File: config.mk
export PLATFORM = sky130hd
export DESIGN_NAME = mpd_cordic
export DESIGN_NICKNAME = d
export VERILOG_FILES = /design/src/rtl/mpd_pkg.sv /design/src/rtl/mpd_cordic.sv
export SDC_FILE = /design/constraint.sdc
export NUM_CORES = 2
export LEC_CHECK = 0
export BUFFER_PORTS_ARGS = -buffer_cell sky130_fd_sc_hd__buf_2
export CORE_UTILIZATION = 45
export DETAILED_ROUTE_END_ITERATION = 8
export MAX_ROUTING_LAYER = met4
export SYNTH_ARGS = -nofsm -noshare
export SYNTH_HDL_FRONTEND = slang
export SYNTH_SLANG_ARGS = --single-unit
File: constraint.sdc
create_clock -name clk -period 6.51 [get_ports clk]
set_input_delay 1.6275 -clock clk [delete_from_list [all_inputs] [get_ports clk]]
set_output_delay 1.6275 -clock clk [all_outputs]
set_load 0.05 [all_outputs]
File: src/rtl/mpd_pkg.sv
// Package: constants, types and helper functions for the multirotor PD controller
`timescale 1ns / 1ps
package mpd_pkg;

    // Fixed-point format of every port
    localparam int FRAC_BITS        = 16;
    localparam int CORDIC_STEPS_DEF = 16;
    // CORDIC angle format
    localparam int ANG_FRAC         = 30;
    localparam int ANG_SHIFT        = ANG_FRAC - FRAC_BITS;
    localparam int CW               = 33;   // CORDIC x/y/z width
    localparam int SC_W             = 19;   // sine/cosine width, Q16
    localparam int RE_W             = 20;   // body z column width, Q16

    localparam logic signed [34:0] PI_Q30      = 35'sd3373259426;
    localparam logic signed [34:0] TWO_PI_Q30  = 35'sd6746518852;
    localparam logic signed [34:0] HALF_PI_Q30 = 35'sd1686629713;
    localparam logic signed [CW-1:0] CORDIC_GAIN_Q30 = 33'sd652032874;

    // pi/3 in Q16, the tilt command limit
    localparam logic signed [17:0] TILT_LIM = 18'sd68629;
    localparam logic signed [32:0] ONE_Q    = 33'sd1 <<< FRAC_BITS;

    // Register indices
    localparam logic [2:0] CFG_GAIN_POS      = 3'd0;
    localparam logic [2:0] CFG_GAIN_VEL      = 3'd1;
    localparam logic [2:0] CFG_GAIN_ATT      = 3'd2;
    localparam logic [2:0] CFG_GAIN_RATE     = 3'd3;
    localparam logic [2:0] CFG_GAIN_TILT_POS = 3'd4;
    localparam logic [2:0] CFG_GAIN_TILT_VEL = 3'd5;
    localparam logic [2:0] CFG_WEIGHT_FORCE  = 3'd6;

    // Register reset values
    localparam logic [30:0] RST_GAIN_POS      = 31'd6553600;
    localparam logic [30:0] RST_GAIN_VEL      = 31'd6553600;
    localparam logic [30:0] RST_GAIN_ATT      = 31'd327680;
    localparam logic [30:0] RST_GAIN_RATE     = 31'd163840;
    localparam logic [30:0] RST_GAIN_TILT_POS = 31'd62259;
    localparam logic [30:0] RST_GAIN_TILT_VEL = 31'd117965;
    localparam logic [30:0] RST_WEIGHT_FORCE  = 31'd642253;

    typedef struct packed {
        logic [30:0] pos;
        logic [30:0] vel;
        logic [30:0] att;
        logic [30:0] rate;
        logic [30:0] tilt_pos;
        logic [30:0] tilt_vel;
        logic [30:0] weight;
    } gains_t;

    typedef struct packed {
        logic signed [SC_W-1:0] sin_v;
        logic signed [SC_W-1:0] cos_v;
    } sincos_t;

    // Saturate to signed 32 bits
    function automatic logic signed [31:0] sat32(input logic signed [63:0] v);
        logic signed [31:0] r;
        if (v > 64'sd2147483647)
            r = 32'sh7fffffff;
        else if (v < -64'sd2147483648)
            r = 32'sh80000000;
        else
            r = v[31:0];
        return r;
    endfunction

    // Arctangent of 2^-k in Q30
    function automatic logic [31:0] atan_q30(input int k);
        logic [31:0] r;
        case (k)
            0:  r = 32'h3243F6A8;
            1:  r = 32'h1DAC6705;
            2:  r = 32'h0FADBAFC;
            3:  r = 32'h07F56EA6;
            4:  r = 32'h03FEAB76;
            5:  r = 32'h01FFD55B;
            6:  r = 32'h00FFFAAA;
            7:  r = 32'h007FFF55;
            8:  r = 32'h003FFFEA;
            9:  r = 32'h001FFFFD;
            10: r = 32'h000FFFFF;
            11: r = 32'h0007FFFF;
            12: r = 32'h0003FFFF;
            13: r = 32'h0001FFFF;
            14: r = 32'h0000FFFF;
            15: r = 32'h00007FFF;
            16: r = 32'h00003FFF;
            17: r = 32'h00001FFF;
            18: r = 32'h00000FFF;
            19: r = 32'h000007FF;
            20: r = 32'h000003FF;
            21: r = 32'h000001FF;
            22: r = 32'h000000FF;
            23: r = 32'h0000007F;
            24: r = 32'h0000003F;
            25: r = 32'h0000001F;
            26: r = 32'h0000000F;
            27: r = 32'h00000008;
            28: r = 32'h00000004;
            29: r = 32'h00000002;
            30: r = 32'h00000001;
            default: r = 32'h00000000;
        endcase
        return r;
    endfunction

endpackage

File: src/rtl/mpd_cordic.sv
// Pipelined CORDIC sine/cosine: range reduction, one stage per iteration, output stage
`timescale 1ns / 1ps
module mpd_cordic #(
    parameter int CORDIC_STEPS = mpd_pkg::CORDIC_STEPS_DEF
) (
    input  logic               clk,
    input  logic               rst_n,
    input  logic               in_valid,
    input  logic signed [18:0] ang,
    output logic               out_valid,
    output mpd_pkg::sincos_t   sc
);

    localparam int CW = mpd_pkg::CW;

    logic signed [CW-1:0] x_reg [CORDIC_STEPS+1];
    logic signed [CW-1:0] y_reg [CORDIC_STEPS+1];
    logic signed [CW-1:0] z_reg [CORDIC_STEPS+1];
    logic                 neg_reg [CORDIC_STEPS+1];
    logic                 v_reg [CORDIC_STEPS+1];

    logic signed [CW-1:0] z0_next;
    logic                 neg0_next;
    mpd_pkg::sincos_t     sc_next, sc_reg;
    logic                 out_v_reg;

    // reduce to (-pi, pi], then fold into +-pi/2
    always_comb
    begin
        logic signed [34:0] z_in;
        logic signed [34:0] z_a;
        logic signed [34:0] z_b;
        z_in = 35'(ang) <<< mpd_pkg::ANG_SHIFT;
        if (z_in > mpd_pkg::PI_Q30)
            z_a = z_in - mpd_pkg::TWO_PI_Q30;
        else if (z_in <= -mpd_pkg::PI_Q30)
            z_a = z_in + mpd_pkg::TWO_PI_Q30;
        else
            z_a = z_in;
        neg0_next = 1'b1;
        if (z_a > mpd_pkg::HALF_PI_Q30)
            z_b = z_a - mpd_pkg::PI_Q30;
        else if (z_a < -mpd_pkg::HALF_PI_Q30)
            z_b = z_a + mpd_pkg::PI_Q30;
        else
        begin
            z_b = z_a;
            neg0_next = 1'b0;
        end
        z0_next = z_b[CW-1:0];
    end

    // entry stage
    always_ff @(posedge clk)
    begin
        x_reg[0]   <= mpd_pkg::CORDIC_GAIN_Q30;
        y_reg[0]   <= '0;
        z_reg[0]   <= z0_next;
        neg_reg[0] <= neg0_next;
    end

    always_ff @(posedge clk or negedge rst_n)
    begin
        if (!rst_n)
            v_reg[0] <= 1'b0;
        else
            v_reg[0] <= in_valid;
    end

    // one rotation per stage
    for (genvar k = 0; k < CORDIC_STEPS; k++)
    begin : g_iter
        logic signed [CW-1:0] at;
        assign at = $signed({1'b0, mpd_pkg::atan_q30(k)});

        always_ff @(posedge clk)
        begin
            if (z_reg[k] >= 0)
            begin
                x_reg[k+1] <= x_reg[k] - (y_reg[k] >>> k);
                y_reg[k+1] <= y_reg[k] + (x_reg[k] >>> k);
                z_reg[k+1] <= z_reg[k] - at;
            end
            else
            begin
                x_reg[k+1] <= x_reg[k] + (y_reg[k] >>> k);
                y_reg[k+1] <= y_reg[k] - (x_reg[k] >>> k);
                z_reg[k+1] <= z_reg[k] + at;
            end
            neg_reg[k+1] <= neg_reg[k];
        end

        always_ff @(posedge clk or negedge rst_n)
        begin
            if (!rst_n)
                v_reg[k+1] <= 1'b0;
            else
                v_reg[k+1] <= v_reg[k];
        end
    end

    // floor to Q16 and undo the fold
    always_comb
    begin
        logic signed [CW-1:0] xs;
        logic signed [CW-1:0] ys;
        xs = x_reg[CORDIC_STEPS] >>> mpd_pkg::ANG_SHIFT;
        ys = y_reg[CORDIC_STEPS] >>> mpd_pkg::ANG_SHIFT;
        if (neg_reg[CORDIC_STEPS])
        begin
            sc_next.cos_v = -xs[mpd_pkg::SC_W-1:0];
            sc_next.sin_v = -ys[mpd_pkg::SC_W-1:0];
        end
        else
        begin
            sc_next.cos_v = xs[mpd_pkg::SC_W-1:0];
            sc_next.sin_v = ys[mpd_pkg::SC_W-1:0];
        end
    end

    always_ff @(posedge clk)
    begin
        sc_reg <= sc_next;
    end

    always_ff @(posedge clk or negedge rst_n)
    begin
        if (!rst_n)
            out_v_reg <= 1'b0;
        else
            out_v_reg <= v_reg[CORDIC_STEPS];
    end

    assign sc        = sc_reg;
    assign out_valid = out_v_reg;

endmodule

# Word-level counts from Yosys, hierarchy flattened
# Memory sizes are Yosys's and may differ from the RTL's.
# Cells that the tools add are included.
# classes
order_cmp,20
muxes,103
n_addsub,101
bitwise_logic,48
# ops
cell,n
2-to-1 mux 33 bit,50
greater-or-equal comparator 33 x 1 -> 1 bit (second input constant),16
2-to-1 mux 35 bit,2
adder 33 x 18 -> 33 bit,2
adder 33 x 19 -> 33 bit,2
adder 33 x 20 -> 33 bit,2
adder 33 x 21 -> 33 bit,2
adder 33 x 22 -> 33 bit,2
adder 33 x 23 -> 33 bit,2
adder 33 x 24 -> 33 bit,2
adder 33 x 25 -> 33 bit,2
adder 33 x 26 -> 33 bit,2
adder 33 x 27 -> 33 bit,2
adder 33 x 28 -> 33 bit,2
adder 33 x 29 -> 33 bit,2
adder 33 x 30 -> 33 bit,2
adder 33 x 31 -> 33 bit,2
adder 33 x 32 -> 33 bit,2
subtractor 33 x 18 -> 33 bit,2
subtractor 33 x 19 -> 33 bit,2
subtractor 33 x 20 -> 33 bit,2
subtractor 33 x 21 -> 33 bit,2
subtractor 33 x 22 -> 33 bit,2
subtractor 33 x 23 -> 33 bit,2
55 further kinds,162
# totals
inputBits,22
elab_cells,296
ram_bits,1700
ff_bits,56
output_inout_bits,39
memories,4
# memory_table
memory,words,word_bits,read_ports,rd_ports_with_merged_regs,wr,line,text
x_reg,17,33,17,0,17,mpd_cordic.sv:16,logic signed [CW-1:0] x_reg [CORDIC_STEPS+1];
y_reg,17,33,17,0,17,mpd_cordic.sv:17,logic signed [CW-1:0] y_reg [CORDIC_STEPS+1];
z_reg,17,33,16,0,17,mpd_cordic.sv:18,logic signed [CW-1:0] z_reg [CORDIC_STEPS+1];
neg_reg,17,1,17,0,17,mpd_cordic.sv:19,logic neg_reg [CORDIC_STEPS+1];

# Depth between registers and ports, before layout
# depth
depth_word,6
depth_mapped,22
mapped_depth_nobuf,21

# Least setup slack after synthesis
# No wires, ideal clock.
# synth_timing
kind,input port to flip-flop
startpoint,in ang[1]
endpoint,mem z_reg[0][18]
cell_stages,20
setup_ns,0.072
slack_ns,0.918
required_time_ns,6.438
arrival_time_ns,5.519
path_buffers,1
path_cell_list,inv_1 ha_1 or4b_1 a21oi_1 o21bai_1 a31oi_1 nor2_1 o31a_1 ha_1 clkbuf_1 o21ai_1 inv_1 ha_1 nor2b_1 a311oi_1 o2111ai_1 a31o_2 and4_1 a22oi_1 xnor2_1
# synth_rtl
element,line,text
from (decl),mpd_cordic.sv:9,"input logic signed [18:0] ang,"
to (decl),mpd_cordic.sv:18,

==> results.sh <==
export IMPL_yosys_most_used_dff="dfxtp_1"
export IMPL_async_reset_ff_share_pct=1.212
export IMPL_finalWirelength_mm=298.8
export IMPL_mappedNetlistArea_mm2=0.1078
export IMPL_synth_nets=13997
export IMPL_start_kind="primary input"
export IMPL_place_hpwl_mm=242.8
export IMPL_clk_insertion_delay_late_ns=0.83
export IMPL_arrival_ns=6.01
export IMPL_tightest_slew_ns=1.096
export IMPL_yosysUniqueCellTypes=91
export IMPL_crit_type="in -> reg"
export IMPL_dieArea_mm2=0.2415
export IMPL_hp_class="reg -> reg"
export IMPL_syn_avg_cell_area_um2=8.596
export IMPL_die_x_um=491.4
export IMPL_slew_viol_final=0
export IMPL_ys_seq_area_share_pct=27.67
export IMPL_clk_pin_slew_ns=0.06
export IMPL_ys_warn_count=0
export IMPL_reg2reg_from="x_reg[3][3]$_DFF_P_"
export IMPL_largest_register_ffs=482
export IMPL_grt_pass1_vias=87769
export IMPL_dr_pass1_iters=8
export IMPL_grt_ovfl_total=0
export IMPL_cp_required_ns=7.16
export IMPL_fmax_mhz=186.8
export IMPL_cts_tree="yes"
export IMPL_drv_cap=0
export IMPL_ios=61
export IMPL_grt_max_degree=78
export IMPL_die_y_um=491.4
export IMPL_rsz0062_at_grt="false"
export IMPL_holdCritStartpoint="neg_reg[0][2]$_DFF_P_"
export IMPL_period_share_pct=82.22
export IMPL_worstPathMaxFanout=8
export IMPL_fin_crit_ns=5.353
export IMPL_cts_buffers=175
export IMPL_worstSetupStartpoint="ang[1]"
export IMPL_fin_area_mm2=0.1183
export IMPL_fin_setup_tns_ns=0
export IMPL_num_rows=179
export IMPL_drive_above_1_share_pct=4.950
export IMPL_status="finished, violations left"
export IMPL_finalHoldViolCount=0
export IMPL_port_buffers=60
export IMPL_antenna_found_initial=6
export IMPL_grt_pass1_wl_mm=472.4
export IMPL_first_iter_violations=5722
export IMPL_grt_usage_pct=24.68
export IMPL_cts_setup_buffers=0
export IMPL_clkSinkCount=1485
export IMPL_end_kind="flop"
export IMPL_wl_per_cell_um=18.64
export IMPL_syn2layout_area_growth_pct=9.797
export IMPL_synthCells=12538
export IMPL_maxSlewHeadroom_pct=26.01
export IMPL_htreeDepth=4
export IMPL_ys_ff_latch=1485
export IMPL_fin_nets=14161
export IMPL_finalClockSkew_ns=0.03928
export IMPL_postPlaceCellArea_mm2=0.1121
export IMPL_setup_violations=0
export IMPL_postCtsHoldBufs=0
export IMPL_viasPerCell=5.698
export IMPL_ant_nets=0
export IMPL_start_util_pct=45.27
export IMPL_synth_edff_count=0
export IMPL_gp_congestion=0.9624
export IMPL_drc_errors=28
export IMPL_fp_coreArea_mm2=0.2381
export IMPL_root_buffer="clkbuf_16"
export IMPL_violations="design-rule violations"
export IMPL_ctsLongestPathBuffers=3
export IMPL_vias=91346
export IMPL_cts_resized=0
-- metal layers --
metal / track usage (%) / wire (µm) / up-vias
li1: - / - / 45957
met1: 31.85 / 140800 / 43193
met2: 40.70 / 137900 / 1788
met3: 2.756 / 12410 / 408
met4: 6.656 / 7776 / 0
met5: - / 0 / -
-- layout by cell type, fill, tap and decap left out, drive strengths merged, types with 114 or more instances in the layout --
cell type / netlist / routed
clkbuf: 144 / 231
a21o: 427 / 427
a211oi: 115 / 115
nand2: 846 / 846
o21a: 297 / 297
a21oi: 961 / 961
xnor2: 1215 / 1215
nor2b: 179 / 179
o41ai: 114 / 114
xor2: 616 / 616
nor3: 284 / 284
nand2b: 207 / 207
o31ai: 214 / 214
dfxtp: 1467 / 1467
nand3: 216 / 216
o21bai: 118 / 118
buf: 25 / 156
inv: 460 / 470
ha: 1397 / 1397
or4: 120 / 120
o21ai: 803 / 803
nor2: 950 / 950
-- synth_stat cells (108+ instances only) --
cell | instances | share of area, %
inv_1 | 458 | 1.6
a211oi_1 | 114 | 0.79
o41ai_1 | 108 | 0.88
o21ai_0 | 797 | 3.7
dfxtp_1 | 1467 | 27
or4_1 | 117 | 0.81
ha_1 | 1397 | 16
nand3_1 | 216 | 1.0
o21a_1 | 297 | 2.1
xor2_1 | 616 | 5.0
o31ai_1 | 214 | 1.5
and3_1 | 110 | 0.64
nor2_1 | 950 | 3.3
o21bai_1 | 118 | 0.82
nand2_1 | 846 | 2.9
a21o_1 | 427 | 3.0
nor3_1 | 284 | 1.3
a21oi_1 | 961 | 4.5
nand2b_1 | 207 | 1.2
nor2b_1 | 179 | 1.0
clkbuf_1 | 144 | 0.50
xnor2_1 | 1215 | 9.9
-- logic make-up after synthesis --
family	after synthesis	synth area share (%)
multiplexers	48	0.4481
flip-flops	1485	27.67
AND/OR/NAND/NOR	3369	15.16
AO/OA/AOI/OAI	3735	22.67
adder cells (fa/ha/maj)	1437	16.96
XOR/XNOR	1831	14.88
buffers and inverters	633	2.216
-- critical path, cell delays in order --
cell,delay [ns]
buf_2,0.10
inv_1,0.07
ha_1,0.16
or4b_1,0.46
a21oi_1,0.23
o21bai_1,0.11
a31oi_1,0.16
nor2_1,0.05
o31a_1,0.24
ha_1,0.45
buf_4,0.22
nand2_1,0.07
a31oi_1,0.14
o21ai_0,0.10
a221o_1,0.38
buf_4,0.15
nor3_1,0.24
buf_4,0.16
nand2_1,0.06
or2_2,0.34
a21o_1,0.21
a22oi_1,0.18
xnor2_1,0.10
-- through the flow --
step | hold slack (ns) | utilization (%) | std cells | worst slack [ns]
2_1_floorplan | 0.3096 | - | 12538 | 0.9184
3_3_place_gp | 0.3099 | 47.10 | 15692 | 0.2070
3_5_place_dp | 0.3121 | 47.10 | 15692 | 0.3084
4_1_cts | 0.3078 | 49.69 | 16016 | 1.163
5_1_grt | 0.3300 | 49.70 | 16026 | 0.7266
6_report | 0.3167 | 49.70 | 16030 | 1.157
-- final cells by class --
type	instances	area (µm²)
flip-flops and latches	1485	29840
inverters	464	1742
well taps	3167	3963
multi-input cells	10420	75570
clock buffers	231	4923
clock inverters	93	1234
fillers	22860	119700
repair buffers	156	1033
diodes	14	35.03
-- worst paths after layout --
check,end,slack [ns],cells after the start
min in group asynchronous,out_valid$_DFF_PN0_,0.73,1
worst min-delay path,neg_reg[0][3]$_DFF_P_,0.32,0
worst max register to register,y_reg[4][32]$_DFF_P_,1.24,19
max in group asynchronous,v_reg[14]$_DFF_PN0_,5.49,1
worst min register to register,neg_reg[0][3]$_DFF_P_,0.32,0
worst max-delay path,z_reg[0][30]$_DFF_P_,1.16,23
Power is not shown: default switching activity piles up to over one toggle a cycle in this logic, so the estimate is an artifact.
